==> config.mk <==
export PLATFORM = sky130hd
export DESIGN_NAME = bacr_smul
export DESIGN_NICKNAME = d
export VERILOG_FILES = /design/src/barometric_altitude_and_climb_rate_core_macros.svh /design/src/bacr_smul.sv
export SDC_FILE = /design/constraint.sdc
export NUM_CORES = 1
export LEC_CHECK = 0
export BUFFER_PORTS_ARGS = -buffer_cell sky130_fd_sc_hd__buf_2
export CAP_MARGIN = 5
export CORE_MARGIN = 4
export CORE_UTILIZATION = 59
export CTS_CLUSTER_DIAMETER = 40
export DETAILED_ROUTE_END_ITERATION = 10
export PLACE_DENSITY = 0.9
export SYNTH_ARGS = -nofsm -noshare
export SYNTH_HDL_FRONTEND = slang
export SYNTH_SLANG_ARGS = --single-unit
==> constraint.sdc <==
create_clock -name clk -period 4.9 [get_ports clk]
set_input_delay 0.49 -clock clk [delete_from_list [all_inputs] [get_ports clk]]
set_output_delay 0.49 -clock clk [all_outputs]
set_load 0.01 [all_outputs]
==> src/barometric_altitude_and_climb_rate_core_macros.svh <==
// Assertion macros shared by the barometric altitude core.
`ifndef BAROMETRIC_ALTITUDE_AND_CLIMB_RATE_CORE_MACROS_SVH
`define BAROMETRIC_ALTITUDE_AND_CLIMB_RATE_CORE_MACROS_SVH

// Consequent must hold in the same cycle as the antecedent.
`define BACR_ASSERT_NOW(lbl, clk, rst_n, ante, cons, msg) \
	lbl: assert property (@(posedge clk) disable iff (!rst_n) (ante) |-> (cons)) else $error(msg);

// Consequent must hold in the cycle after the antecedent.
`define BACR_ASSERT_NEXT(lbl, clk, rst_n, ante, cons, msg) \
	lbl: assert property (@(posedge clk) disable iff (!rst_n) (ante) |=> (cons)) else $error(msg);

`endif

==> src/bacr_smul.sv <==
// Shift-and-add multiplier that retires one multiplier bit per cycle.
module bacr_smul #(
	parameter int unsigned AW = 38,
	parameter int unsigned BW = 29
) (
	input  logic clk,
	input  logic arst_n,
	input  logic start,
	input  logic [AW-1:0] a,
	input  logic [BW-1:0] b,
	output logic busy,
	output logic [AW+BW-1:0] prod
);
	localparam int unsigned CW = $clog2(BW);

	logic busy_q;
	logic [CW-1:0] cnt_q;
	logic [AW-1:0] a_q;
	logic [AW-1:0] hi_q;
	logic [BW-1:0] lo_q;
	logic [AW:0] sum;

	assign sum = {1'b0, hi_q} + (lo_q[0] ? {1'b0, a_q} : '0);

	always_ff @(posedge clk or negedge arst_n) begin
		if (!arst_n) begin
			busy_q <= 1'b0;
			cnt_q <= '0;
		end else if (!busy_q) begin
			busy_q <= start;
			cnt_q <= '0;
		end else begin
			if (cnt_q == CW'(BW - 1)) begin
				busy_q <= 1'b0;
			end
			cnt_q <= cnt_q + 1'b1;
		end
	end

	always_ff @(posedge clk) begin
		if (!busy_q && start) begin
			a_q <= a;
			hi_q <= '0;
			lo_q <= b;
		end else if (busy_q) begin
			hi_q <= sum[AW:1];
			lo_q <= {sum[0], lo_q[BW-1:1]};
		end
	end

	assign busy = busy_q;
	assign prod = {hi_q, lo_q};

endmodule

==> metrics.txt <==
Worst setup EP type flop; gpl congestion 0.8794; CTS Buffer Depth 2; die area 12,180 µm²; yosys warns 0; hold_buf cts 1; GRT overflow 0; initial antenna violation count 0; r2r endpoint hi_q[33]$_SDFFE_PP0P_; global-route wire length before repair ~24,000 µm; unrepaired setup endpoints after global routing no; cell depth of the worst flop-to-flop path 11; XOR/XNOR share of the synthesized area under 10%; multiplexer area fraction after synthesis 5.281%; drt drc 0; Worst Tran Pin Value about 1.1 ns; max incr delay on CP 1.02 ns; average size of a mapped cell slightly above 10 µm²; share of layout cells above drive strength 1 26.96%; clock-pin slew on the worst setup and hold paths 0.11 ns; IO Port Bufs between 100 and 150; Final Hold Viols 0; FFs w/ async S/R, synth 5.405%; crit-path cells and2_1 -> ha_1 -> inv_1 -> fa_1 -> nor2b_1 -> o211ai_1 -> a21oi_1 -> nor2_2 -> o311ai_2 -> a32oi_1 -> o311ai_0; DR vias/cell between 5 and 6; setup_tns 0 ns; leading cell type in the layout, fill and taps excluded buf_2; total power 5.329 mW; area leader, netlist edfxtp_1; Distinct cells, synth 60; WL final 15,210 µm; DIE WIDTH 110.4 µm; Worst setup SP type flop; hold_sp a[7]; Hold Crit Endpoint a_q[7]$_DFFE_PP_; Tmin final 3.703 ns; Ports between 100 and 150; # rows 37; Slowest cell on crit path edfxtp_1; max frequency 0.2700 GHz; Max Fanout on Critical Path 39; most frequent cells in the layout buf_2, edfxtp_1, nand2_1, and2_1, ha_1; Iter 0 DRT Violations 303; Final Skew 0.01763 ns; via count 5,033; starting density of the core 60.17%; clk sinks 111; Post-CTS Repair Setup Buffers 0; post-DR wirelength/cell around 18 µm; die height 110.4 µm; hold depth 1; Synth Area in Adders 8.418%; max_slew headroom 26.19%; Pleak 2.991 nW; largest net degree at the start of global routing 40; Slew Limit Fails 0; Top FF cell, synth edfxtp_1; Final nets 833; vias in the first global route 5,080; R2R Path Start lo_q[0]$_DFFE_PP_; Synth Area in Simple Gates between 10% and 20%; Period Utilization, post-route 75.58%; Critical Path RT 5.21 ns; Pre-antenna DRT Iters 5; WS Path Type reg2reg; # setup viols final 0; CTS Root Cell clkbuf_8; Area Growth Syn to Fin 15.58%; total core area 10,280 µm²; number of enable flip-flop cells after synthesis 67; CTS Buf Count 9; Synth area leaders edfxtp_1, dfxtp_1, ha_1; VDD IR-drop max ~0.00039 V; reg-to-reg slack, setup 1.20 ns; Synth top area share 32.54%; remaining antenna violation count 0; Place WS 1.217 ns; Clk Latency, worst-skew pair 0.41 ns; outcome finished clean; Mapped Area 6183 µm²; CTS tree yes; Compound-Gate Fraction of Synth Area 16.01%; Pwr Density 745.7 nW/µm²; global-route usage over all layers 26.13%; flop and latch count out of synthesis approximately 110; Seq/Total Area, Yosys 47.27%; Max-Cap Viols 0; Mapped Nets 709; H-tree levels 3; class of the worst hold path in2reg; largest family of logic cells by synthesized area compound AO/OA/AOI/OAI gates; Resize count post-CTS 0; setup slack after layout 1.197 ns; Critical Path AT 4.01 ns; ant diodes 0; dpl hpwl around 11,000 µm; Synth Instances 598
## metrics by stage
step / instance area, µm² / cells / util (%) / hold slack (ns)
2_1_floorplan: 6183 / 598 / - / 0.1944
3_3_place_gp: 6965 / 846 / 67.77 / 0.3160
3_5_place_dp: 6965 / 846 / 67.77 / 0.3201
4_1_cts: 7147 / 863 / 69.54 / 0.2240
5_1_grt: 7147 / 863 / 69.54 / 0.2173
6_report: 7147 / 863 / 69.54 / 0.2443
## final cells by class
class,count,area (µm²)
Fill cell,803,3131
Sequential cell,111,2923
Clock inverter,6,43.79
Tap cell,136,170.2
Timing Repair Buffer,142,725.7
Inverter,13,48.80
Multi-Input combinational cell,445,3108
Clock buffer,10,127.6
## synthesized netlist by cell type (5+ instances only)
| master | count |
|---|---|
| ha_1 | 40 |
| clkbuf_1 | 21 |
| xor2_1 | 17 |
| a21oi_1 | 36 |
| o211ai_1 | 6 |
| a21o_1 | 10 |
| nand3_1 | 11 |
| a211oi_1 | 5 |
| mux2_2 | 29 |
| dfxtp_1 | 38 |
| edfxtp_1 | 67 |
| o21ai_0 | 36 |
| nand2b_1 | 6 |
| nor2_1 | 29 |
| nand4_1 | 15 |
| dfrtp_1 | 6 |
| xnor2_1 | 17 |
| nand2_1 | 60 |
| o22ai_1 | 5 |
| o21ai_1 | 9 |
| nor3_1 | 10 |
| and2_1 | 43 |
| inv_1 | 13 |
## where the power goes
group          total [mW]  internal (mW)  switching, mW
clock               0.518          0.188          0.330
sequential           1.72           1.42          0.296
combinational        3.10           1.35           1.75
## sequential cells by signal, summed over array words and instances, names as in the netlist
signal / count
a_q: 38
busy: 1
cnt_q: 5
hi_q: 38
lo_q: 29
## kinds of logic (layout without fill, tap and decap cells)
| group | Yosys count | after routing |
|---|---|---|
| DFF | 111 | 111 |
| AOI/OAI and AO/OA | 149 | 149 |
| xor gates and xnor gates | 34 | 34 |
| buffers and inverters | 42 | 171 |
| muxes | 29 | 29 |
| adders and majority gates | 41 | 41 |
| and+or+nand+nor | 192 | 192 |
## worst max-delay path by stage
stage	to	start	slack (ns)	cells after the start
finish	hi_q[33]$_SDFFE_PP0P_	lo_q[0]$_DFFE_PP_	1.20	11
CTS	hi_q[33]$_SDFFE_PP0P_	lo_q[0]$_DFFE_PP_	1.20	11
floorplan	lo_q[19]$_DFFE_PP_	start	1.97	4
global route	hi_q[37]$_SDFFE_PP0P_	lo_q[0]$_DFFE_PP_	0.85	12
detailed placement	hi_q[33]$_SDFFE_PP0P_	lo_q[0]$_DFFE_PP_	1.22	11
global placement	hi_q[23]$_SDFFE_PP0P_	lo_q[0]$_DFFE_PP_	1.44	12
## critical path: cells and delay by family, from the launching register on
kind / cells / cell delay [ns]
AOI/OAI and AO/OA: 5 / 1.43
DFF: 1 / 1.02
adders and majority gates: 2 / 0.58
and+or+nand+nor: 3 / 0.52
buffers and inverters: 1 / 0.06
## metal layers
layer  track usage [%]  vias up  wire (µm)
li1                  -     2440          -
met1             30.34     2363       6060
met2             45.23      196       7554
met3             8.212       34       1205
met4             9.763        0        386
met5                 0        -          0
No activity file was read; power rests on OpenSTA's default activity.
