$ cat src/barometric_altitude_and_climb_rate_core_macros.svh
// Assertion macros shared by the barometric altitude core.
`ifndef BAROMETRIC_ALTITUDE_AND_CLIMB_RATE_CORE_MACROS_SVH
`define BAROMETRIC_ALTITUDE_AND_CLIMB_RATE_CORE_MACROS_SVH

// Consequent must hold in the same cycle as the antecedent.
`define BACR_ASSERT_NOW(lbl, clk, rst_n, ante, cons, msg) \
	lbl: assert property (@(posedge clk) disable iff (!rst_n) (ante) |-> (cons)) else $error(msg);

// Consequent must hold in the cycle after the antecedent.
`define BACR_ASSERT_NEXT(lbl, clk, rst_n, ante, cons, msg) \
	lbl: assert property (@(posedge clk) disable iff (!rst_n) (ante) |=> (cons)) else $error(msg);

`endif

$ cat src/bacr_pkg.sv
// Shared widths, constants and the square-root table of the barometric altitude core.
package bacr_pkg;

	localparam int unsigned TEMP_W  = 15;
	localparam int unsigned PRESS_W = 25;
	localparam int unsigned ALT_W   = 27;
	localparam int unsigned CLIMB_W = 28;
	localparam int unsigned BASEP_W = 17;
	localparam int unsigned HB_W    = 26;
	localparam int unsigned LAPSE_W = 16;
	localparam int unsigned EXPN_W  = 20;
	localparam int unsigned CT_W    = 16;
	localparam int unsigned CFG_W   = 26;
	localparam int unsigned CFG_IDX_W = 3;

	localparam int unsigned MANT_W = 31;
	localparam int unsigned FRAC_W = 32;
	localparam int unsigned LOG_W  = 37;
	localparam int unsigned SHIFT_W = 7;
	localparam int unsigned M22_W  = 29;
	localparam int unsigned ROOT_N = 32;
	localparam int unsigned ROOT_IDX_W = 5;

	localparam logic [M22_W-1:0] M22_ONE = 29'h0040_0000;
	localparam logic [M22_W-1:0] M22_LIM = 29'h1040_0000;

	localparam int ALT_MIN   = -2000000;
	localparam int ALT_MAX   = 50000000;
	localparam int CLIMB_MAX = 100000000;

	typedef enum logic [CFG_IDX_W-1:0] {
		CFG_BASE_PRESSURE = 3'd0,
		CFG_BASE_ALTITUDE = 3'd1,
		CFG_LAPSE_RATE    = 3'd2,
		CFG_POWER_EXP     = 3'd3,
		CFG_CYCLE_TIME    = 3'd4
	} cfg_reg_t;

	typedef logic [MANT_W-1:0] root_tab_t [ROOT_N];

	function automatic logic [63:0] isqrt64(input logic [63:0] x);
		logic [63:0] r;
		logic [63:0] b;
		logic [63:0] v;
		int i;
		r = '0;
		b = 64'h4000_0000_0000_0000;
		v = x;
		for (i = 0; i < 32; i++) begin
			if (v >= r + b) begin
				v = v - (r + b);
				r = (r >> 1) + b;
			end else begin
				r = r >> 1;
			end
			b = b >> 2;
		end
		return r;
	endfunction

	// Entry k holds 2^(2^-(k+1)) in Q30, each taken as the root of the one before.
	function automatic root_tab_t build_roots();
		root_tab_t tab;
		logic [63:0] c;
		int k;
		c = 64'd1 << 31;
		for (k = 0; k < ROOT_N; k++) begin
			c = isqrt64(c << 30);
			tab[k] = c[MANT_W-1:0];
		end
		return tab;
	endfunction

	localparam root_tab_t EXP2_ROOTS = build_roots();

endpackage

$ cat src/bacr_exp2.sv
// Serial exp2 unit: one root product per fraction bit, then a one-bit-per-cycle scale by 2^n.
module bacr_exp2 #(
	parameter int unsigned ITER = 16
) (
	input  logic clk,
	input  logic arst_n,
	input  logic start,
	input  logic [bacr_pkg::FRAC_W-1:0] frac,
	input  logic signed [bacr_pkg::SHIFT_W-1:0] shift_amt,
	output logic busy,
	output logic [bacr_pkg::M22_W-1:0] m22
);
	import bacr_pkg::*;

	localparam int unsigned CW = $clog2(ITER);
	localparam int unsigned MV_W = 62;

	typedef enum logic [2:0] {
		EX_IDLE  = 3'b001,
		EX_ITER  = 3'b010,
		EX_SHIFT = 3'b100
	} ex_state_t;

	ex_state_t state_q;
	logic [CW-1:0] cnt_q;
	logic [SHIFT_W-2:0] amt_q;
	logic left_q;
	logic [FRAC_W-1:0] f_q;
	logic [MV_W-1:0] mv_q;
	logic [2*MANT_W-1:0] prod;
	logic [MV_W-9:0] scaled;

	assign prod = mv_q[MANT_W-1:0] * EXP2_ROOTS[ROOT_IDX_W'(cnt_q)];

	always_ff @(posedge clk or negedge arst_n) begin
		if (!arst_n) begin
			state_q <= EX_IDLE;
			cnt_q <= '0;
			amt_q <= '0;
		end else begin
			unique case (state_q)
				EX_IDLE: begin
					if (start) begin
						state_q <= EX_ITER;
						amt_q <= shift_amt[SHIFT_W-1] ? (SHIFT_W-1)'(-shift_amt)
							: shift_amt[SHIFT_W-2:0];
					end
					cnt_q <= '0;
				end
				EX_ITER: begin
					if (cnt_q == CW'(ITER - 1)) begin
						state_q <= EX_SHIFT;
					end
					cnt_q <= cnt_q + 1'b1;
				end
				EX_SHIFT: begin
					if (amt_q == '0) begin
						state_q <= EX_IDLE;
					end else begin
						amt_q <= amt_q - 1'b1;
					end
				end
				default: state_q <= EX_IDLE;
			endcase
		end
	end

	always_ff @(posedge clk) begin
		if (state_q == EX_IDLE && start) begin
			mv_q <= MV_W'(1) << 30;
			f_q <= frac;
			left_q <= !shift_amt[SHIFT_W-1];
		end else if (state_q == EX_ITER) begin
			if (f_q[FRAC_W-1]) begin
				mv_q <= MV_W'(prod[2*MANT_W-2:MANT_W-1]);
			end
			f_q <= {f_q[FRAC_W-2:0], 1'b0};
		end else if (state_q == EX_SHIFT && amt_q != '0) begin
			mv_q <= left_q ? {mv_q[MV_W-2:0], 1'b0} : {1'b0, mv_q[MV_W-1:1]};
		end
	end

	assign scaled = mv_q[MV_W-1:8];
	assign m22 = (scaled > (MV_W-8)'(M22_LIM)) ? M22_LIM : scaled[M22_W-1:0];
	assign busy = (state_q != EX_IDLE);

endmodule

$ cat config.mk
export PLATFORM = sky130hd
export DESIGN_NAME = bacr_exp2
export DESIGN_NICKNAME = d
export VERILOG_FILES = /design/src/barometric_altitude_and_climb_rate_core_macros.svh /design/src/bacr_pkg.sv /design/src/bacr_exp2.sv
export SDC_FILE = /design/constraint.sdc
export NUM_CORES = 2
export LEC_CHECK = 0
export BUFFER_PORTS_ARGS = -buffer_cell sky130_fd_sc_hd__buf_2
export CORE_MARGIN = 8
export CORE_UTILIZATION = 64
export DETAILED_ROUTE_END_ITERATION = 16
export GPL_ROUTABILITY_DRIVEN = 0
export PLACE_DENSITY_LB_ADDON = 0.05
export SLEW_MARGIN = 40
export SYNTH_ARGS = -nofsm -noshare
export SYNTH_HDL_FRONTEND = slang
export SYNTH_SLANG_ARGS = --single-unit
$ cat constraint.sdc
create_clock -name clk -period 10.6 [get_ports clk]
set_input_delay 2.12 -clock clk [delete_from_list [all_inputs] [get_ports clk]]
set_output_delay 2.12 -clock clk [all_outputs]
set_load 0.01 [all_outputs]
==> flow_metrics.tcl <==
set metrics [dict create \
    slowest_stage "dfrtp_1" \
    clockBufferDepth 2 \
    setup_viol 0 \
    cpMostUsedCell "fa_1" \
    synthArstFlopShare 0.1204 \
    post_drt_wl_per_cell_um 20.91 \
    worst-endpoint-required_ns 10.84 \
    finClkSkew_ns 0.01096 \
    ys_seq_elements 108 \
    io_buffers 71 \
    postPlaceCellArea_mm2 0.03688 \
    syn_nets 5101 \
    die-height_um 252.3 \
    slew_viol_final 0 \
    status "completed" \
    antenna_found_initial 0 \
    critPathMaxStageDelay_ns 0.72 \
    die_area_mm2 0.06365 \
    cp-end-kind "register" \
    synthXorXnorAreaFrac 0.009315 \
    crit_type "reg2reg" \
    antenna_cells 0 \
    yosysSeqAreaShare 0.07161 \
    fmax_mhz 102.0 \
    core_mm2 0.05520 \
    drt-initial-drc-count 1887 \
    synth-adder-area-share 0.5515 \
    finalCritPeriodShare 0.9247 \
    synth-main-ff-cell "dfxtp_1" \
    yosys-top-cells-area "fa_1 45%, ha_1 10%, and2_1 9.3%" \
    fin_area_mm2 0.03722 \
    synth_top_cell_by_area "fa_1" \
    grt_pass1_wl_um 158400 \
    cts_setup_buffers 0 \
    cts-root-buf "clkbuf_16" \
    grt_max_degree 63 \
    cts_tree "yes" \
    finalHoldViolCount 0 \
    synth_edf_count 33 \
    first_pass_iters 6 \
    vias 26972 \
    fin_nets 5015 \
    io-pin-count 72 \
    period_needed_ns 9.802 \
    busiest_layer "met2" \
    synth_compound_area_frac 0.05729 \
    die_w_um 252.3 \
    synth_top_family_by_area "adder cells" \
    met2_usage 0.5498 \
    holdWs_ns 0.4627 \
    cts_num_sinks 108 \
    final_layout_size_suffix_gt1_frac 0.05661 \
    netlist.area_leader.share 0.4510 \
    muxShareOfSynthArea 0.01926 \
    vias_per_cell 5.820 \
    yosysMostFrequentCell "fa_1" \
    dpl.hpwl_um 75230 \
    crit_path_start_kind "register" \
    synthTopCellsByCount "805 x fa_1, 763 x inv_1, 609 x nand2_1" \
    area_growth_pct 4.178 \
    cts_resized 0 \
    syn_avg_cell_area_um2 9.007 \
    yosysWarningCount 0 \
    worstPathArrival_ns 10.04 \
    clkSlewWorstSetupHoldPaths_ns 0.09 \
    maxCapViolations 0 \
    slew_headroom 0.4049 \
    row_count 86 \
    synth.distinct_cells 67 \
    cts_max_level 3 \
    drcViolationCount 0 \
    met3_usage 0.04215 \
    yosys.area_share.simple 0.1843 \
    grt-ovfl-total 0 \
    met1_usage 0.3852 \
    critPathMaxFanout 18 \
    rsz0062_at_grt "no" \
    worstMarginPinSlew_ns 0.8898 \
    wirelength_um 96880 \
    hold_class "reg2reg" \
    fin_tns_setup_ns 0 \
    grt_usage 0.3156 \
    final_util 0.6743 \
    ant_nets 0 \
    synth_area_mm2 0.03573 \
    insertion_delay_ns 0.36 \
    syn_inst 3967 \
    postCtsHoldBufs 0 \
    cts_buffers 9 \
    nFillCells 4505 \
    grt_pass1_vias 29943 \
    start_util 0.6473 \
]
## layer usage
layer | vias up | share of wire
met1 | 13823 | 0.38
met4 | 0 | 0.060
li1 | 11728 | -
met5 | - | 0
met2 | 1101 | 0.49
met3 | 320 | 0.072
## path summary, 6_finish.rpt
path | start | to | slack [ns] | cells after the start
max | cnt_q[1]$_DFFE_PN0N_ | mv_q[29]$_SDFFE_PP0P_ | 0.80 | 30
min | mv_q[7]$_SDFFE_PP0P_ | mv_q[7]$_SDFFE_PP0P_ | 0.46 | 2
max reg2reg | cnt_q[1]$_DFFE_PN0N_ | mv_q[29]$_SDFFE_PP0P_ | 0.80 | 30
min reg2reg | mv_q[7]$_SDFFE_PP0P_ | mv_q[7]$_SDFFE_PP0P_ | 0.46 | 2
max in group asynchronous | arst_n | state_q[0]$_DFFE_PN1P_ | 8.63 | 1
min in group asynchronous | arst_n | amt_q[0]$_DFFE_PN0P_ | 1.66 | 1
## placed cells by master, fill, tap and decap left out, types with 33 or more instances in the layout
| master | instances |
|---|---|
| nand2_1 | 606 |
| nand3_1 | 33 |
| buf_2 | 71 |
| inv_1 | 763 |
| a21oi_1 | 95 |
| ha_1 | 287 |
| fa_1 | 805 |
| a21o_1 | 34 |
| mux2i_1 | 62 |
| o21ai_0 | 76 |
| buf_4 | 78 |
| dfxtp_1 | 53 |
| nor2_1 | 50 |
| and2_1 | 529 |
| edfxtp_1 | 33 |
## state kept, by name (all words and copies together) (netlist names)
name	count
amt_q	6
cnt_q	4
f_q	32
left_q	1
mv_q	62
state_q	3
## area by class of cell
type	instances	area [um^2]	area share
Tap cell	748	935.9	0.02514
Timing Repair Buffer	152	978.4	0.02629
Clock buffer	9	225.2	0.006050
Sequential cell	108	2570	0.06904
Clock inverter	7	91.34	0.002454
Multi-Input combinational cell	2845	29550	0.7938
Inverter	765	2873	0.07718
## metrics by stage
step	instances	worst slack [ns]
after floorplan	3967	2.249
after global placement	4616	1.124
after detailed placement	4617	0.8394
after CTS	4633	0.8499
after global routing	4634	0.2616
final	4634	0.7984
## critical path, delay by kind of cell (launching register included)
family	cells	cell delay (ns)
flops	1	0.72
compound gates	5	1.40
buf+inv	6	0.84
fa+ha+maj	10	4.66
xor+xnor	1	0.15
simple gates	8	1.88
## cell families after synthesis
group | after synthesis
AO/OA/AOI/OAI | 325
XOR/XNOR | 38
adder cells (fa/ha/maj) | 1092
buffers and inverters | 1014
flip-flops | 108
multiplexers | 66
AND/OR/NAND/NOR | 1324
Power is left out: the tool's default activity adds up to more than one toggle a clock period on the data nets, which glitch-free logic cannot reach.
