<file path="config.mk">
export PLATFORM = sky130hd
export DESIGN_NAME = bacr_log2
export DESIGN_NICKNAME = d
export VERILOG_FILES = /design/src/barometric_altitude_and_climb_rate_core_macros.svh /design/src/bacr_pkg.sv /design/src/bacr_log2.sv
export SDC_FILE = /design/constraint.sdc
export NUM_CORES = 2
export LEC_CHECK = 0
export BUFFER_PORTS_ARGS = -buffer_cell sky130_fd_sc_hd__buf_4
export CAP_MARGIN = 20
export CORE_MARGIN = 3
export CORE_UTILIZATION = 25
export CTS_BUF_LIST = sky130_fd_sc_hd__clkbuf_4 sky130_fd_sc_hd__clkbuf_8
export DETAILED_ROUTE_END_ITERATION = 8
export GPL_TIMING_DRIVEN = 0
export SETUP_SLACK_MARGIN = 0.3
export SLEW_MARGIN = 10
export SYNTH_ARGS = -nofsm -noshare
export SYNTH_HDL_FRONTEND = slang
export SYNTH_SLANG_ARGS = --single-unit
</file>
<file path="constraint.sdc">
create_clock -name clk -period 8.9 [get_ports clk]
set_input_delay 0.445 -clock clk [delete_from_list [all_inputs] [get_ports clk]]
set_output_delay 0.445 -clock clk [all_outputs]
set_load 0.01 [all_outputs]
</file>
<file path="src/barometric_altitude_and_climb_rate_core_macros.svh">
// Assertion macros shared by the barometric altitude core.
`ifndef BAROMETRIC_ALTITUDE_AND_CLIMB_RATE_CORE_MACROS_SVH
`define BAROMETRIC_ALTITUDE_AND_CLIMB_RATE_CORE_MACROS_SVH

// Consequent must hold in the same cycle as the antecedent.
`define BACR_ASSERT_NOW(lbl, clk, rst_n, ante, cons, msg) \
	lbl: assert property (@(posedge clk) disable iff (!rst_n) (ante) |-> (cons)) else $error(msg);

// Consequent must hold in the cycle after the antecedent.
`define BACR_ASSERT_NEXT(lbl, clk, rst_n, ante, cons, msg) \
	lbl: assert property (@(posedge clk) disable iff (!rst_n) (ante) |=> (cons)) else $error(msg);

`endif

</file>
<file path="src/bacr_pkg.sv">
// Shared widths, constants and the square-root table of the barometric altitude core.
package bacr_pkg;

	localparam int unsigned TEMP_W  = 15;
	localparam int unsigned PRESS_W = 25;
	localparam int unsigned ALT_W   = 27;
	localparam int unsigned CLIMB_W = 28;
	localparam int unsigned BASEP_W = 17;
	localparam int unsigned HB_W    = 26;
	localparam int unsigned LAPSE_W = 16;
	localparam int unsigned EXPN_W  = 20;
	localparam int unsigned CT_W    = 16;
	localparam int unsigned CFG_W   = 26;
	localparam int unsigned CFG_IDX_W = 3;

	localparam int unsigned MANT_W = 31;
	localparam int unsigned FRAC_W = 32;
	localparam int unsigned LOG_W  = 37;
	localparam int unsigned SHIFT_W = 7;
	localparam int unsigned M22_W  = 29;
	localparam int unsigned ROOT_N = 32;
	localparam int unsigned ROOT_IDX_W = 5;

	localparam logic [M22_W-1:0] M22_ONE = 29'h0040_0000;
	localparam logic [M22_W-1:0] M22_LIM = 29'h1040_0000;

	localparam int ALT_MIN   = -2000000;
	localparam int ALT_MAX   = 50000000;
	localparam int CLIMB_MAX = 100000000;

	typedef enum logic [CFG_IDX_W-1:0] {
		CFG_BASE_PRESSURE = 3'd0,
		CFG_BASE_ALTITUDE = 3'd1,
		CFG_LAPSE_RATE    = 3'd2,
		CFG_POWER_EXP     = 3'd3,
		CFG_CYCLE_TIME    = 3'd4
	} cfg_reg_t;

	typedef logic [MANT_W-1:0] root_tab_t [ROOT_N];

	function automatic logic [63:0] isqrt64(input logic [63:0] x);
		logic [63:0] r;
		logic [63:0] b;
		logic [63:0] v;
		int i;
		r = '0;
		b = 64'h4000_0000_0000_0000;
		v = x;
		for (i = 0; i < 32; i++) begin
			if (v >= r + b) begin
				v = v - (r + b);
				r = (r >> 1) + b;
			end else begin
				r = r >> 1;
			end
			b = b >> 2;
		end
		return r;
	endfunction

	// Entry k holds 2^(2^-(k+1)) in Q30, each taken as the root of the one before.
	function automatic root_tab_t build_roots();
		root_tab_t tab;
		logic [63:0] c;
		int k;
		c = 64'd1 << 31;
		for (k = 0; k < ROOT_N; k++) begin
			c = isqrt64(c << 30);
			tab[k] = c[MANT_W-1:0];
		end
		return tab;
	endfunction

	localparam root_tab_t EXP2_ROOTS = build_roots();

endpackage

</file>
<file path="src/bacr_log2.sv">
// Bit-serial log2 unit: normalizes one bit per cycle, then squares once per fraction bit.
module bacr_log2 #(
	parameter int unsigned ITER = 16
) (
	input  logic clk,
	input  logic arst_n,
	input  logic start,
	input  logic [bacr_pkg::PRESS_W-1:0] x,
	output logic busy,
	output logic [bacr_pkg::LOG_W-1:0] log_val
);
	import bacr_pkg::*;

	localparam int unsigned CW  = $clog2(ITER);
	localparam int unsigned FSH = FRAC_W - ITER;

	typedef enum logic [2:0] {
		LG_IDLE = 3'b001,
		LG_NORM = 3'b010,
		LG_ITER = 3'b100
	} lg_state_t;

	lg_state_t state_q;
	logic [CW-1:0] cnt_q;
	logic [MANT_W-1:0] mant_q;
	logic [4:0] p_q;
	logic [FRAC_W-1:0] f_q;
	logic [2*MANT_W-1:0] sq;
	logic [MANT_W:0] sq_hi;

	assign sq = mant_q * mant_q;
	assign sq_hi = sq[2*MANT_W-1:MANT_W-1];

	always_ff @(posedge clk or negedge arst_n) begin
		if (!arst_n) begin
			state_q <= LG_IDLE;
			cnt_q <= '0;
		end else begin
			unique case (state_q)
				LG_IDLE: begin
					if (start) begin
						state_q <= LG_NORM;
					end
					cnt_q <= '0;
				end
				LG_NORM: begin
					if (mant_q[MANT_W-1]) begin
						state_q <= LG_ITER;
					end
				end
				LG_ITER: begin
					if (cnt_q == CW'(ITER - 1)) begin
						state_q <= LG_IDLE;
					end
					cnt_q <= cnt_q + 1'b1;
				end
				default: state_q <= LG_IDLE;
			endcase
		end
	end

	always_ff @(posedge clk) begin
		if (state_q == LG_IDLE && start) begin
			mant_q <= {x, 6'b0};
			p_q <= 5'd24;
			f_q <= '0;
		end else if (state_q == LG_NORM && !mant_q[MANT_W-1]) begin
			mant_q <= {mant_q[MANT_W-2:0], 1'b0};
			p_q <= p_q - 1'b1;
		end else if (state_q == LG_ITER) begin
			// A square of two or more halves the mantissa and yields a one bit.
			mant_q <= sq_hi[MANT_W] ? sq_hi[MANT_W:1] : sq_hi[MANT_W-1:0];
			f_q <= {f_q[FRAC_W-2:0], sq_hi[MANT_W]};
		end
	end

	assign busy = (state_q != LG_IDLE);
	assign log_val = {p_q, FRAC_W'(f_q << FSH)};

endmodule

</file>
==> reports/results.txt <==
Root buffer selected by CTS: clkbuf_8
Slowest cell on crit path: fa_1
Starting Density: 25.3%
CP bufs+invs: 4
DR pass1 iterations: 6
CP required: 9000 ps
Cell Chain, Critical Path: buf_2, clkbuf_8, nand2_1, fa_1, fa_1, fa_1, fa_1, inv_1, fa_1, fa_1, fa_1, fa_1, ha_1, clkbuf_1, nand2_1, nor2_1, a32oi_1, a21boi_1, a21oi_2, o21ai_1, a21oi_1, xnor2_1, a221oi_1, o2bb2ai_1
H-tree depth: 3
Register area share after synthesis: 4.89%
Via count: 22,825
IO Port Bufs: 49
Hold crit path type: input pin to register
Routed wire length: 102,000 µm
Setup WS pre-CTS: -1220 ps
Worst Path Class, Setup: register to register
#FFs+latches synth: 59
DRC Markers: 0
CP arrival: 8640 ps
Clk sinks: 59
Status: finished clean
Largest net degree at the start of global routing: 18
Slew HR: 49.6%
Congestion Overflow GR: 0
Height of the die: 353 µm
Leading cell type in the layout, fill and taps excluded: inv_1
Initial DRC count: 2,184
Final hold viol count: 0
Async SR Flop Fraction: 11.9%
MaxCap Viol Count: 0
Vias in the first global route: 24,690
Antenna violations before repair: 7
Worst path top cell family by delay: adder cells
Crit-path max FO: 10
Max Clock Skew: 5.49 ps
# setup viols final: 0
Critical Path End Type: register
Library cells used by synthesis: 74
Most frequent cells in the layout: inv_1 (918), fa_1 (744), nand2_1 (363)
Clk Latency, worst-skew pair: 350 ps
CTS max path bufs: 2
Die Width: 353 µm
Row cnt: 126
Gp weighted congestion: 0.963
Avg WL per Cell: 20.3 µm
Avg Cell Area, Syn: 9.18 µm²
Core area: 0.119 mm²
Reg clk slew, reported paths: 70 ps
Pin slew with the least headroom to its limit: 756 ps
Via density: 4.56
Warnings from Yosys: 0
Total track usage: 16.4%
Minimum clock period: 8540 ps
Top_reg_cell synth: dfxtp_1
Most used cell, CP: fa_1
DIE AREA: 0.124 mm²
CTS Buf Count: 9
Worst setup SP type: register
Layout area overhead: 12.0%
Nets: 4,442
I/O pin count: 66
Slew Limit Fails: 0
Period utilization: 96.0%
Post-synth EDFFs: 25
ANT nets after route: 0
Fmax: 117 MHz
Mapped cell area: 0.0300 mm²
RSZ-0062 raised after global routing: no
Largest stage delay on the critical path: 560 ps
Layout cells sized above 1: 8.52%
Slack of the critical path: 355 ps
Hold_ws: 388 ps
Cells after Synth: 3,271
TritonCTS clock tree: yes
Hpwl dp: 85,900 µm
First-pass GRT wire length: 154,000 µm
## state kept, by name, summed over array words and instances (netlist names)
| name | count |
|---|---|
| state_q | 3 |
| mant_q | 31 |
| p_q | 5 |
| cnt_q | 4 |
| f_q | 16 |
## Yosys cell counts, types with 7 or more instances
master | count | area share, %
nor2_1 | 91 | 1.1
nand2_1 | 364 | 4.5
ha_1 | 269 | 11
fa_1 | 747 | 50
a31oi_1 | 8 | 0.17
a21o_1 | 12 | 0.30
o21a_1 | 7 | 0.17
o21ai_0 | 40 | 0.67
xor2_1 | 18 | 0.52
a211oi_1 | 9 | 0.22
a221oi_1 | 16 | 0.47
nor2b_1 | 10 | 0.21
clkbuf_1 | 116 | 1.4
edfxtp_1 | 25 | 2.5
nand3_1 | 19 | 0.32
o211ai_1 | 13 | 0.32
dfxtp_1 | 27 | 1.8
nor3_1 | 12 | 0.20
o21ai_1 | 11 | 0.18
and2_1 | 193 | 4.0
buf_4 | 20 | 0.50
a21oi_1 | 137 | 2.3
and3_1 | 7 | 0.15
nand4_1 | 20 | 0.42
o21bai_1 | 15 | 0.37
xnor2_1 | 39 | 1.1
inv_1 | 922 | 12
## worst paths after layout
kind / start / to / slack (ps) / cells past startpoint
worst max register to register: mant_q[22] / mant_q[23] / 360 / 24
max in group asynchronous: arst_n / state_q[0] / 8250 / 2
min in group asynchronous: arst_n / state_q[1] / 440 / 2
worst min register to register: f_q[15] / f_q[15] / 450 / 2
worst min-delay path: start / state_q[0] / 390 / 3
worst max-delay path: mant_q[22] / mant_q[23] / 360 / 24
## logic make-up (layout without fill, tap and decap cells)
| family | count (synthesis) | count (layout) | share of synthesized area (%) |
|---|---|---|---|
| fa+ha+maj | 1016 | 1016 | 61.0 |
| buf+inv | 1071 | 1188 | 13.7 |
| other cells | 1 | 19 | 0.0125 |
| compound gates | 312 | 312 | 6.62 |
| flops | 59 | 59 | 4.89 |
| xor+xnor | 58 | 58 | 1.75 |
| mux | 8 | 8 | 0.275 |
| simple gates | 746 | 746 | 11.8 |
## what timing repair did
item	in CTS	in global routing
hold endpoints to repair	6	0
buffers inserted	17	22
pin swaps	0	15
setup endpoints to repair	32	28
cloned	0	0
hold buffers	1	0
gates resized for setup	132	127
## layout make-up
class                           count  area, µm²
Antenna cell                        3       7.51
Buffer                            147        986
Clock buffer                       11        145
Clock inverter                      5       51.3
Fill cell                       12614      85100
Inverter                          924       3490
Multi-Input combinational cell   2156      24700
Sequential cell                    59       1470
Tap cell                         1600       2000
Timing Repair Buffer              101        840
## per-layer routing
| layer | up-vias | global-route usage (%) | routed length [µm] | part of all wire [%] |
|---|---|---|---|---|
| met5 | - | 0 | 0 | 0 |
| met4 | 0 | 6.56 | 5040 | 5.0 |
| met3 | 238 | 2.46 | 8610 | 8.5 |
| met2 | 1013 | 26.7 | 46900 | 46 |
| met1 | 11686 | 21.9 | 41200 | 40 |
| li1 | 9888 | - | - | - |
## metrics by stage
stage          instances  util [%]  instance area, µm²  TNS (ps)
2_1_floorplan       3286         -               30100         0
3_3_place_gp        4935      27.3               32500    -35430
3_5_place_dp        4947      27.5               32600    -27740
4_1_cts             4981      28.0               33300         0
5_1_grt             5003      28.3               33600         0
6_report            5006      28.3               33600         0
## worst reg2reg max path, delay by kind of cell (launching register included)
family / cells / cell delay [ps]
compound gates: 7 / 1620
simple gates: 3 / 650
xor+xnor: 1 / 170
buf+inv: 4 / 1130
fa+ha+maj: 9 / 4350
flops: 1 / 370
Power is not shown: default switching activity piles up to over one toggle a cycle in this logic, so the estimate is an artifact.
