File: src/barometric_altitude_and_climb_rate_core_macros.svh
// Assertion macros shared by the barometric altitude core.
`ifndef BAROMETRIC_ALTITUDE_AND_CLIMB_RATE_CORE_MACROS_SVH
`define BAROMETRIC_ALTITUDE_AND_CLIMB_RATE_CORE_MACROS_SVH

// Consequent must hold in the same cycle as the antecedent.
`define BACR_ASSERT_NOW(lbl, clk, rst_n, ante, cons, msg) \
	lbl: assert property (@(posedge clk) disable iff (!rst_n) (ante) |-> (cons)) else $error(msg);

// Consequent must hold in the cycle after the antecedent.
`define BACR_ASSERT_NEXT(lbl, clk, rst_n, ante, cons, msg) \
	lbl: assert property (@(posedge clk) disable iff (!rst_n) (ante) |=> (cons)) else $error(msg);

`endif

File: src/bacr_sdiv.sv
// Restoring divider that produces one quotient bit per cycle.
module bacr_sdiv #(
	parameter int unsigned NW = 47,
	parameter int unsigned DW = 16
) (
	input  logic clk,
	input  logic arst_n,
	input  logic start,
	input  logic [NW-1:0] num,
	input  logic [DW-1:0] den,
	output logic busy,
	output logic [NW-1:0] quo
);
	localparam int unsigned CW = $clog2(NW);

	logic busy_q;
	logic [CW-1:0] cnt_q;
	logic [DW-1:0] rem_q;
	logic [DW-1:0] den_q;
	logic [NW-1:0] quo_q;
	logic [DW:0] trial;
	logic [DW:0] diff;
	logic ge;

	assign trial = {rem_q, quo_q[NW-1]};
	assign diff = trial - {1'b0, den_q};
	assign ge = (trial >= {1'b0, den_q});

	always_ff @(posedge clk or negedge arst_n) begin
		if (!arst_n) begin
			busy_q <= 1'b0;
			cnt_q <= '0;
		end else if (!busy_q) begin
			busy_q <= start;
			cnt_q <= '0;
		end else begin
			if (cnt_q == CW'(NW - 1)) begin
				busy_q <= 1'b0;
			end
			cnt_q <= cnt_q + 1'b1;
		end
	end

	always_ff @(posedge clk) begin
		if (!busy_q && start) begin
			rem_q <= '0;
			den_q <= den;
			quo_q <= num;
		end else if (busy_q) begin
			rem_q <= ge ? diff[DW-1:0] : trial[DW-1:0];
			quo_q <= {quo_q[NW-2:0], ge};
		end
	end

	assign busy = busy_q;
	assign quo = quo_q;

endmodule

File: config.mk
export PLATFORM = sky130hd
export DESIGN_NAME = bacr_sdiv
export DESIGN_NICKNAME = d
export VERILOG_FILES = /design/src/barometric_altitude_and_climb_rate_core_macros.svh /design/src/bacr_sdiv.sv
export SDC_FILE = /design/constraint.sdc
export NUM_CORES = 1
export LEC_CHECK = 0
export BUFFER_PORTS_ARGS = -buffer_cell sky130_fd_sc_hd__clkbuf_2
export CELL_PAD_IN_SITES_DETAIL_PLACEMENT = 1
export CELL_PAD_IN_SITES_GLOBAL_PLACEMENT = 1
export CORE_ASPECT_RATIO = 1.75
export CORE_UTILIZATION = 45
export DETAILED_ROUTE_END_ITERATION = 8
export GPL_TIMING_DRIVEN = 0
export PLACE_DENSITY = 0.91
export SYNTH_ARGS = -nofsm -noshare
export SYNTH_HDL_FRONTEND = slang
export SYNTH_SLANG_ARGS = --single-unit
File: constraint.sdc
create_clock -name clk -period 7.3 [get_ports clk]
set_clock_uncertainty 0.2 [all_clocks]
set_input_delay 0.365 -clock clk [delete_from_list [all_inputs] [get_ports clk]]
set_output_delay 0.365 -clock clk [all_outputs]
set_load 0.02 [all_outputs]
==> results of run 1 <==
[power by group through the flow]
stage	combinational [mW]	clock, mW	sequential [mW]
final	1.21	0.463	0.937
after CTS	1.20	0.464	0.937
after detailed placement	1.17	0	0.937
after floorplan	0.654	0	1.07
after global placement	1.09	0	0.917
after global routing	1.30	0.484	0.957
[sequential cells by signal, indices dropped and copies added, names as in the netlist]
signal,flops
busy,1
cnt_q,6
den_q,16
quo,47
rem_q,16
[cells in the mapped netlist, drive strengths merged, types with 2 or more instances]
| master | instances | share of area (%) |
|---|---|---|
| nor2b | 5 | 0.72 |
| o2111ai | 2 | 0.40 |
| nand4 | 2 | 0.29 |
| mux2i | 2 | 0.46 |
| a22o | 2 | 0.40 |
| dfrtp | 7 | 4.0 |
| nor2 | 14 | 1.3 |
| edfxtp | 63 | 44 |
| a21o | 5 | 0.87 |
| xnor2 | 10 | 2.0 |
| xor2 | 5 | 1.0 |
| ha | 18 | 5.2 |
| nand2b | 4 | 0.58 |
| nand2 | 27 | 2.3 |
| a211oi | 5 | 1.2 |
| nand3 | 26 | 3.0 |
| buf | 8 | 1.0 |
| and2 | 3 | 0.43 |
| a21oi | 12 | 1.6 |
| a32oi | 6 | 1.2 |
| o21ai | 14 | 1.6 |
| inv | 22 | 1.9 |
| a31oi | 4 | 0.92 |
| dfxtp | 16 | 7.4 |
| mux2 | 47 | 12 |
| clkbuf | 6 | 0.58 |
| o21bai | 2 | 0.61 |
[worst register-to-register path: stages (launching register included)]
cell and delay, ns:
edfxtp_1 0.37, inv_1 0.07, ha_1 0.22, fa_1 0.42, nor2b_1 0.21, o21ai_0 0.19, a2111oi_0 0.57, a211oi_1 0.13
xnor2_1 0.20, nand3_1 0.12, nand2_1 0.09
[per-stage QoR]
step | hold WS, ns | cell area [sq um] | total power, mW | cells | utilization, %
final | 0.00800 | 5490 | 2.61 | 617 | 58.3
after global routing | 0.00275 | 5490 | 2.74 | 617 | 58.3
after CTS | 0.000169 | 5490 | 2.60 | 617 | 58.3
after detailed placement | 0.0106 | 5060 | 2.10 | 587 | 53.7
after global placement | 0.00872 | 5060 | 2.01 | 587 | 53.7
after floorplan | -0.131 | 4340 | 1.72 | 352 | -
[cell type report]
class / instances / area share, %
Buffer: 14 / 1.28
Tap cell: 122 / 2.78
Timing Repair Buffer: 127 / 12.9
Clock inverter: 6 / 1.12
Multi-Input combinational cell: 230 / 32.8
Inverter: 22 / 1.51
Sequential cell: 86 / 43.5
Clock buffer: 10 / 4.17
[cell families (layout without fill, tap and decap cells)]
logic type               after synthesis  in the layout  share of synthesized area (%)
flip-flops                            86             86                           55.0
adder cells (fa/ha/maj)               19             19                           5.65
XOR/XNOR                              15             15                           3.03
buffers and inverters                 36            179                           3.52
multiplexers                          49             49                           12.7
AND/OR/NAND/NOR                       87             87                           9.72
AO/OA/AOI/OAI                         60             60                           10.4
[timing repair]
action,CTS,global route
hold endpoints to repair,20,0
hold buffers,14,0
gates resized for setup,0,0
buffers inserted,0,0
[worst max path at each step]
stage / startpoint / end / slack (ns) / depth (start not counted)
after floorplan: quo[46]$_DFFE_PP_ / rem_q[12]$_SDFFE_PP0P_ / 4.89 / 10
after global placement: start / quo[36]$_DFFE_PP_ / 4.19 / 4
after detailed placement: start / quo[43]$_DFFE_PP_ / 4.48 / 5
after CTS: quo[46]$_DFFE_PP_ / rem_q[14]$_SDFFE_PP0P_ / 4.46 / 10
after global routing: quo[46]$_DFFE_PP_ / rem_q[12]$_SDFFE_PP0P_ / 4.33 / 10
final: quo[46]$_DFFE_PP_ / rem_q[12]$_SDFFE_PP0P_ / 4.44 / 10
[per-layer routing]
metal	up-vias	wire length, um	global-route usage, %	share of wire (%)
met5	-	0	0	0
met4	0	605	17.8	4.6
met3	49	689	6.16	5.2
met2	144	7500	52.6	57
met1	1751	4420	26.8	33
li1	1575	-	-	-
==> key figures, run 1 <==
Status
  • Status: finished, final reports clean

Yosys
  • Register area share after synthesis: 55.0%
  • Post-synth ARST share: 8.14%
  • Syn nets: 437
  • Number of flops mapped to enable cells by yosys: 63
  • Syn Area/Cell: 12.3 sq um
  • Synthesized area: 0.00434 sq mm
  • Synth cell types: 52
  • Yosys reg bits: 86
  • Syn. warnings: 0
  • Most used DFF post-synth: edfxtp_1
  • Post-Synthesis Cells: 352

Finish
  • Multi-input gate area: 0.00180 sq mm
  • Commonest non-fill, non-tap cell in the layout: clkbuf_2
  • FF/Latch Area: 0.00239 sq mm
  • Area Overhead vs Synth: 26.5%
  • Fill cells: 1038
  • Most frequent cells in the layout: clkbuf_2 (115), edfxtp_1 (63), mux2_2 (47)
  • Fin nets: 575
  • Antenna fix cells: 0
  • Share of layout cells above drive strength 1: 38.4%

GRT
  • First-pass GRT wire length: 21.1 mm
  • Grt ovf: 0
  • Overall routing resource usage: 28.0%
  • Antenna violations before repair: 0
  • Largest net degree at the start of global routing: 48
  • Vias in the first global route: 4079

STA
  • Fin crit share: 39.1%
  • Setup ws final: 4.44 ns
  • Setup violators final: 0
  • Period minus WS final: 2.86 ns
  • Worst-Margin Slew: 1.01 ns
  • Slew Limit Fails: 0
  • RSZ-0062 raised after global routing: false
  • Maximum clock rate: 350 MHz
  • Final Hold Fails: 0
  • Setup TNS Final: 0 ns
  • Max-Slew Margin vs Limit: 32.6%

Clock network
  • Clock latency on the worst-skew pair: 0.35 ns
  • CTS Sinks: 86
  • Clock root buffer: clkbuf_16
  • H-Tree Depth: 3
  • Num CTS Buffers: 9
  • CTS clk-pin slew, worst paths: 0.06 ns
  • TritonCTS clock tree: done
  • Deepest clock path buffer count: 2

Min path
  • Hold Crit Depth: 1
  • HP Class: in2reg
  • Worst Hold Endpoint: den_q[15]$_DFFE_PP_
  • Hold path start: den[15]

Drt
  • DR iter-0 viols: 282
  • Vias post-DR: 3519
  • DR pass1 iterations: 4
  • ANT nets after route: 0
  • DRC viols: 0
  • Routed wire length: 13.2 mm
  • Wire length per cell: 21.4 um
  • DR vias/cell: 5.70

Critical path
  • Crit end category: register
  • Worst r2r src: quo[46]$_DFFE_PP_
  • Critical path type: reg2reg
  • Startpoint Class: register
  • Crit-path cells: inv_1 -> ha_1 -> fa_1 -> nor2b_1 -> o21ai_0 -> a2111oi_0 -> a211oi_1 -> xnor2_1 -> nand3_1 -> nand2_1
  • Slowest cell on crit path: a2111oi_0
  • Worst endpoint required time: 7.38 ns
  • R2R depth: 10
  • Arrival time worst endpoint: 2.94 ns
  • Reg2reg end: rem_q[12]$_SDFFE_PP0P_
  • Worst-path fanout max: 2
  • Slowest cell delay on critical path: 0.57 ns
  • CP delay by family, top: compound AO/OA/AOI/OAI gates
  • Critical path buffers and inverters: 1
  • Reg2reg setup slack: 4.44 ns

Floorplanning
  • Die Footprint: 0.0101 sq mm
  • Initial core utilization: 46.1%
  • Rows: 47
  • Die H: 132 um
  • Core region area: 0.00941 sq mm
  • Number of I/O pins: 114
  • Die W: 76.2 um

Power
  • LEAKAGE: 2.35 nW
  • Worst VDD drop: 275 uV
  • Sw Ratio: 41.2%
  • Flop pwr share: 35.9%
  • Sw Pwr: 1.08 mW
  • Clk pwr share: 17.7%
  • Internal power: 1.53 mW
  • Comb power frac: 46.3%
  • Pwr/cell area: 476 mW/mm^2

Placement
  • Setup WS pre-CTS: 4.48 ns
  • I/O Buffers: 113
  • GPL Wtd Cong: 0.902
  • Dpl hpwl: 9.49 mm

Flow run
  • MaxCap Viol Count: 0
No activity file was read; power rests on OpenSTA's default activity.
==> inputs of run 2 (changes only) <==
--- a/config.mk
+++ b/config.mk
@@ -9,10 +9,10 @@
 export CELL_PAD_IN_SITES_DETAIL_PLACEMENT = 1
 export CELL_PAD_IN_SITES_GLOBAL_PLACEMENT = 1
 export CORE_ASPECT_RATIO = 1.75
-export CORE_UTILIZATION = 45
+export CORE_UTILIZATION = 38
 export DETAILED_ROUTE_END_ITERATION = 8
 export GPL_TIMING_DRIVEN = 0
-export PLACE_DENSITY = 0.91
+export PLACE_DENSITY = 0.83
 export SYNTH_ARGS = -nofsm -noshare
 export SYNTH_HDL_FRONTEND = slang
 export SYNTH_SLANG_ARGS = --single-unit
==> constraint.sdc (replaced) <==
create_clock -name clk -period 2.6 [get_ports clk]
set_clock_uncertainty 0.2 [all_clocks]
set_input_delay 0.13 -clock clk [delete_from_list [all_inputs] [get_ports clk]]
set_output_delay 0.13 -clock clk [all_outputs]
set_load 0.02 [all_outputs]
==> run 2 against run 1 <==
Effect of this change: the flow now finishes with violations (setup timing); non-clock buffer count is 61 higher; sequential share of layout area is 5.2 points lower; final area is 14% higher; cell count is 12% higher; setup slack worse by 4.4 ns; fmax is 9.9% higher; count of clock-buffer cells in the layout stayed put; total power grew to 3.1 times the previous value; first-iteration DRC count is 2.5% lower; largest cell class unchanged; largest power group unchanged.
==> key figures, run 2 (same netlist as run 1, synthesis figures left out) <==
Power
  • Flop pwr share: 34.0% (-1.9 points)
  • LEAKAGE: 2.61 nW (+11%)
  • Internal power: 4.49 mW (+190%)
  • Sw Ratio: 43.7% (+2.5 points)
  • Sw Pwr: 3.48 mW (+220%)
  • Pwr/cell area: 1280 mW/mm^2 (+170%)
  • Comb power frac: 49.8% (+3.5 points)
  • Clk pwr share: 16.2% (-1.5 points)
  • Worst VDD drop: 776 uV (+180%)

Critical path
  • Worst-path fanout max: 2 (unchanged)
  • Crit end category: register
  • Reg2reg end: rem_q[14]$_SDFFE_PP0P_
  • Critical path type: reg2reg
  • Reg2reg setup slack: -0.0002 ns (-4.44 ns)
  • Arrival time worst endpoint: 2.64 ns (-0.30 ns)
  • Startpoint Class: register
  • R2R depth: 10 (unchanged)
  • Worst endpoint required time: 2.64 ns (-4.74 ns)
  • Worst r2r src: quo[46]$_DFFE_PP_

Finish
  • Antenna fix cells: 0 (unchanged)
  • Most frequent cells in the layout: clkbuf_2 (116), dlygate4sd3_1 (66), edfxtp_1 (63)
  • Area Overhead vs Synth: 43.6%
  • Fin nets: 636 (+11%)
  • Largest register FFs: 47 (unchanged)
  • Share of layout cells above drive strength 1: 40.8% (+2.4 points)
  • Commonest non-fill, non-tap cell in the layout: clkbuf_2

Clock network
  • CTS Sinks: 86 (unchanged)
  • Deepest clock path buffer count: 2 (unchanged)
  • H-Tree Depth: 3 (unchanged)
  • CTS clk-pin slew, worst paths: 0.08 ns (+0.02 ns)
  • Num CTS Buffers: 9 (unchanged)
  • Clock latency on the worst-skew pair: 0.36 ns (about the same)
  • Clock root buffer: clkbuf_16
  • TritonCTS clock tree: done

Min path
  • Worst Hold Endpoint: cnt_q[0]$_DFF_PN0_
  • HP Class: reg2reg
  • Hold path start: cnt_q[0]$_DFF_PN0_
  • Hold Crit Depth: 1 (unchanged)

Flow run
  • MaxCap Viol Count: 0 (unchanged)

Floorplanning
  • Initial core utilization: 39.1% (-7.0 points)
  • Die Footprint: 0.0119 sq mm (+18%)
  • Die H: 143 um (+8.7%)
  • Rows: 51 (+8.5%)
  • Number of I/O pins: 114 (unchanged)
  • Die W: 82.8 um (+8.6%)
  • Core region area: 0.0111 sq mm (+18%)

GRT
  • First-pass GRT wire length: 23.0 mm (+8.7%)
  • Vias in the first global route: 4278 (+4.9%)
  • Grt ovf: 0 (unchanged)
  • Largest net degree at the start of global routing: 48 (unchanged)
  • Antenna violations before repair: 0 (unchanged)
  • Overall routing resource usage: 27.2% (-0.73 points)

Status
  • Failing checks: setup timing
  • Status: finished with violations

STA
  • Setup violators final: 1 (+1)
  • Setup ws final: -0.000219 ns (-4.44 ns)
  • Period minus WS final: 2.60 ns (-0.257 ns)
  • Final Hold Fails: 0 (unchanged)
  • Final hold slack: 0.294 ns (+0.286 ns)
  • Fin crit share: 100% (+61 points)
  • Maximum clock rate: 385 MHz (+9.9%)
  • RSZ-0062 raised after global routing: true
  • Max-Slew Margin vs Limit: 56.8% (+24 points)
  • Worst-Margin Slew: 0.648 ns (-0.361 ns)
  • Setup TNS Final: -0.000219 ns (-0.000219 ns)
  • Slew Limit Fails: 0 (unchanged)

Drt
  • ANT nets after route: 0 (unchanged)
  • DR pass1 iterations: 4 (unchanged)
  • DRC viols: 0 (unchanged)
  • DR iter-0 viols: 275 (-2.5%)
  • Routed wire length: 17.1 mm (+30%)
  • DR vias/cell: 5.69 (-0.23%)
  • Vias post-DR: 3915 (+11%)
  • Wire length per cell: 24.9 um (+16%)

Placement
  • Dpl hpwl: 8.33 mm (-12%)
  • I/O Buffers: 113 (unchanged)
  • GPL Wtd Cong: 0.894 (-0.80%)
## run 2: cell count changes in the layout (fill, tap and decap cells not counted), sizes merged
| cell | change |
|---|---|
| clkinvlp | +1 |
| bufinv | -1 |
| clkbuf | +1 |
| inv | +1 |
| buf | +8 |
| clkinv | -1 |
| dlygate4sd3 | +52 |
## run 2: timing repair
| item | CTS | global route |
|---|---|---|
| pin swaps | 2 | 9 |
| buffers inserted | 0 | 8 |
| setup endpoints to repair | 59 | 73 |
| endpoints found under the hold margin | 71 | 0 |
| gates resized for setup | 7 | 33 |
| cloned | 0 | 1 |
| hold buffers | 66 | 0 |
## run 2: final cells by class
cell class | count | area [sq um]
Inverter | 22 | 85.1
Clock inverter | 6 | 46.3
Fill cell | 1175 | 4880
Buffer | 14 | 73.8
Multi-Input combinational cell | 230 | 1950
Sequential cell | 86 | 2390
Timing Repair Buffer | 188 | 1290
Tap cell | 132 | 165
Clock buffer | 10 | 229
## run 2: how the worst max path moves through the flow
stage	start	to	cells after the start
2_1_floorplan	quo[46]$_DFFE_PP_	rem_q[12]$_SDFFE_PP0P_	10
3_3_place_gp	busy$_DFF_PN0_	quo[10]$_DFFE_PP_	3
3_5_place_dp	quo[46]$_DFFE_PP_	rem_q[12]$_SDFFE_PP0P_	10
4_1_cts	quo[46]$_DFFE_PP_	rem_q[14]$_SDFFE_PP0P_	10
5_1_grt	den_q[3]$_DFFE_PP_	rem_q[14]$_SDFFE_PP0P_	10
6_report	quo[46]$_DFFE_PP_	rem_q[14]$_SDFFE_PP0P_	10
## run 2: worst max-delay path, stage by stage (launching register included)
cell and delay [ns]:
edfxtp_1 0.42, inv_1 0.10, ha_2 0.21, fa_2 0.38
nor2b_4 0.18, o2111ai_2 0.16, nand2_2 0.12, a31oi_2 0.16
o31ai_2 0.25, xnor2_1 0.17, o21ai_1 0.13
## run 2: power groups by stage
| stage | combinational, mW | sequential [mW] | clock [mW] |
|---|---|---|---|
| finish | 3.97 | 2.71 | 1.29 |
| CTS | 3.34 | 2.58 | 1.24 |
| global route | 4.20 | 2.76 | 1.33 |
| floorplan | 1.84 | 2.99 | 0 |
| global placement | 3.06 | 2.56 | 0 |
| detailed placement | 3.21 | 2.59 | 0 |
## run 2: stage by stage
step                      power (mW)  utilization, %  instance area [sq um]  setup slack, ns  std cells
after detailed placement        5.80            45.7                   5070          -0.0831        597
after floorplan                 4.83               -                   4340            0.188        352
after CTS                       7.16            54.3                   6030           0.0214        679
final                           7.97            56.1                   6230        -0.000219        688
after global placement          5.63            45.7                   5070           -0.438        597
after global routing            8.29            56.1                   6230           -0.114        688
## run 2: per-layer routing
metal	up-vias	share of wire [%]	track usage, %
met5	-	0	0
met4	0	5.1	14.3
met3	66	6.1	6.73
met2	196	53	47.5
met1	1959	36	29.4
li1	1694	-	-
==> inputs of run 3 (changes only) <==
--- a/config.mk
+++ b/config.mk
@@ -11,6 +11,7 @@
 export CORE_ASPECT_RATIO = 1.75
 export CORE_UTILIZATION = 38
 export DETAILED_ROUTE_END_ITERATION = 8
+export GPL_ROUTABILITY_DRIVEN = 0
 export GPL_TIMING_DRIVEN = 0
 export PLACE_DENSITY = 0.83
 export SYNTH_ARGS = -nofsm -noshare
==> constraint.sdc (replaced) <==
create_clock -name clk -period 2.6 [get_ports clk]
set_clock_uncertainty 0.2 [all_clocks]
set_input_delay 0.26 -clock clk [delete_from_list [all_inputs] [get_ports clk]]
set_output_delay 0.26 -clock clk [all_outputs]
set_load 0.02 [all_outputs]
==> run 3 against run 2 <==
Effect of this change: non-clock buffer count decreased by 56; largest power group unchanged; via count decreased by 15%; highest routed layer unchanged; largest cell class unchanged; utilization decreased by 6.0 points; total power decreased by 11%; flip-flop and latch count unchanged; critical path depth decreased by 2; the run now ends clean; combinational power decreased by 17%; setup slack improved by 0.12 ns; die area unchanged.
==> key figures, run 3 (same netlist as run 1, synthesis figures left out) <==
Critical path
  • Worst endpoint required time: 2.50 ns (-0.14 ns)
  • Critical path type: reg2reg
  • Startpoint Class: register
  • Reg2reg setup slack: 0.12 ns (+0.12 ns)
  • Crit path from: den_q[10]$_DFFE_PP_
  • Worst-path fanout max: 6 (+4)
  • Crit end category: register
  • R2R depth: 8 (-2)
  • Worst r2r src: den_q[10]$_DFFE_PP_
  • Arrival time worst endpoint: 2.38 ns (-0.26 ns)
  • Reg2reg end: quo[0]$_DFFE_PP_

STA
  • Max-Slew Margin vs Limit: 56.0% (-0.74 points)
  • RSZ-0062 raised after global routing: true
  • Maximum clock rate: 403 MHz (+4.7%)
  • Period minus WS final: 2.48 ns (-0.116 ns)
  • Fin crit share: 95.5% (-4.5 points)
  • Setup ws final: 0.116 ns (+0.116 ns)
  • Worst-Margin Slew: 0.660 ns (+0.0112 ns)
  • Setup violators final: 0 (-1)
  • Slew Limit Fails: 0 (unchanged)
  • Final Hold Fails: 0 (unchanged)
  • Final hold slack: 0.00790 ns (-0.286 ns)

Floorplanning
  • Number of I/O pins: 114 (unchanged)
  • Rows: 51 (unchanged)
  • Core region area: 0.0111 sq mm (unchanged)
  • Die Footprint: 0.0119 sq mm (unchanged)
  • Initial core utilization: 39.1% (unchanged)
  • Die W: 82.8 um (unchanged)
  • Die H: 143 um (unchanged)

Power
  • Sw Pwr: 2.87 mW (-18%)
  • Worst VDD drop: 730 uV (-5.9%)
  • Pwr/cell area: 1280 mW/mm^2 (about the same)
  • Internal power: 4.25 mW (-5.4%)
  • Sw Ratio: 40.4% (-3.4 points)
  • LEAKAGE: 2.36 nW (-9.3%)
  • Flop pwr share: 36.3% (+2.3 points)
  • Comb power frac: 46.5% (-3.3 points)
  • Clk pwr share: 17.3% (+1.1 points)

GRT
  • First-pass GRT wire length: 18.1 mm (-21%)
  • Vias in the first global route: 3716 (-13%)
  • Largest net degree at the start of global routing: 48 (unchanged)
  • Overall routing resource usage: 20.8% (-6.4 points)
  • Antenna violations before repair: 0 (unchanged)
  • Grt ovf: 0 (unchanged)

Min path
  • Hold Crit Depth: 2 (+1)
  • Worst Hold Endpoint: quo[32]$_DFFE_PP_
  • HP Class: in2reg
  • Hold path start: num[32]

Clock network
  • Num CTS Buffers: 9 (unchanged)
  • CTS Sinks: 86 (unchanged)
  • H-Tree Depth: 3 (unchanged)
  • Deepest clock path buffer count: 2 (unchanged)
  • Clock latency on the worst-skew pair: 0.35 ns (about the same)
  • CTS clk-pin slew, worst paths: 0.07 ns (about the same)
  • TritonCTS clock tree: done
  • Clock root buffer: clkbuf_16

Placement
  • Setup WS pre-CTS: -0.0831 ns (unchanged)
  • I/O Buffers: 113 (unchanged)
  • Dpl hpwl: 8.33 mm (unchanged)
  • DP Area: 0.00507 sq mm (unchanged)

Drt
  • DRC viols: 0 (unchanged)
  • DR pass1 iterations: 4 (unchanged)
  • Wire length per cell: 17.6 um (-29%)
  • ANT nets after route: 0 (unchanged)
  • Routed wire length: 11.1 mm (-35%)
  • Vias post-DR: 3309 (-15%)
  • DR iter-0 viols: 113 (-59%)
  • DR vias/cell: 5.24 (-8.0%)

Finish
  • Most frequent cells in the layout: clkbuf_2 (116), edfxtp_1 (63), mux2_2 (47)
  • Area Overhead vs Synth: 28.3%
  • Antenna fix cells: 0 (unchanged)
  • Post-route cell area: 0.00556 sq mm (-11%)
  • Fin nets: 580 (-8.8%)
  • Final Util: 50.1% (-6.0 points)
  • Largest register FFs: 47 (unchanged)
  • Commonest non-fill, non-tap cell in the layout: clkbuf_2
  • Share of layout cells above drive strength 1: 39.6% (-1.2 points)

Status
  • Status: finished, final reports clean

Flow run
  • MaxCap Viol Count: 0 (unchanged)
run 3: cell types whose count changed in the layout (fill, tap and decap cells not counted), sizes merged:
cell	delta
buf	-8
dlygate4sd3	-48
run 3: what timing repair did:
| item | 4_1_cts | 5_1_grt |
|---|---|---|
| hold endpoints to repair | 24 | 0 |
| pin swaps | 2 | 2 |
| setup endpoints to repair | 59 | 17 |
| gates resized for setup | 7 | 6 |
| setup buffers | 0 | 1 |
| hold buffers | 18 | 0 |
run 3: worst max-delay path, stage by stage, from the launching register on:
cell	delay (ns)
edfxtp_1	0.35
inv_1	0.08
ha_1	0.31
a21oi_1	0.26
nor2_1	0.08
nor3_2	0.24
a21oi_4	0.11
a31o_2	0.33
mux2_2	0.29
run 3: cell type report:
class                           instances  area, sq um
Tap cell                              132          165
Inverter                               22         85.1
Fill cell                            1259         5540
Timing Repair Buffer                  132          753
Multi-Input combinational cell        230         1820
Buffer                                 14         73.8
Clock inverter                          6         46.3
Sequential cell                        86         2390
Clock buffer                           10          229
run 3: how the worst max path moves through the flow:
stage	endpoint	slack (ns)	depth (start not counted)
detailed placement	rem_q[12]$_SDFFE_PP0P_	-0.08	10
global route	rem_q[10]$_SDFFE_PP0P_	-0.01	10
floorplan	rem_q[12]$_SDFFE_PP0P_	0.19	10
finish	quo[0]$_DFFE_PP_	0.12	8
CTS	rem_q[14]$_SDFFE_PP0P_	0.02	10
global placement	quo[10]$_DFFE_PP_	-0.44	3
run 3: per-layer routing:
metal | track usage [%] | part of all wire [%] | vias up
met3 | 6.41 | 6.0 | 26
met1 | 20.9 | 34 | 1589
met4 | 9.53 | 3.1 | 0
met5 | 0 | 0 | -
met2 | 37.7 | 56 | 114
li1 | - | - | 1580
run 3: stage by stage:
step	setup TNS, ns	std cells	power, mW
2_1_floorplan	0	352	4.83
5_1_grt	-0.0328	632	7.57
3_5_place_dp	-1.81	597	5.80
4_1_cts	0	631	7.11
6_report	0	632	7.12
3_3_place_gp	-20.67	597	5.63
run 3: power by group through the flow:
stage / combinational [mW] / sequential (mW) / clock (mW)
after floorplan: 1.84 / 2.99 / 0
after global placement: 3.06 / 2.56 / 0
after detailed placement: 3.21 / 2.59 / 0
after CTS: 3.28 / 2.58 / 1.24
after global routing: 3.62 / 2.66 / 1.29
final: 3.31 / 2.58 / 1.23
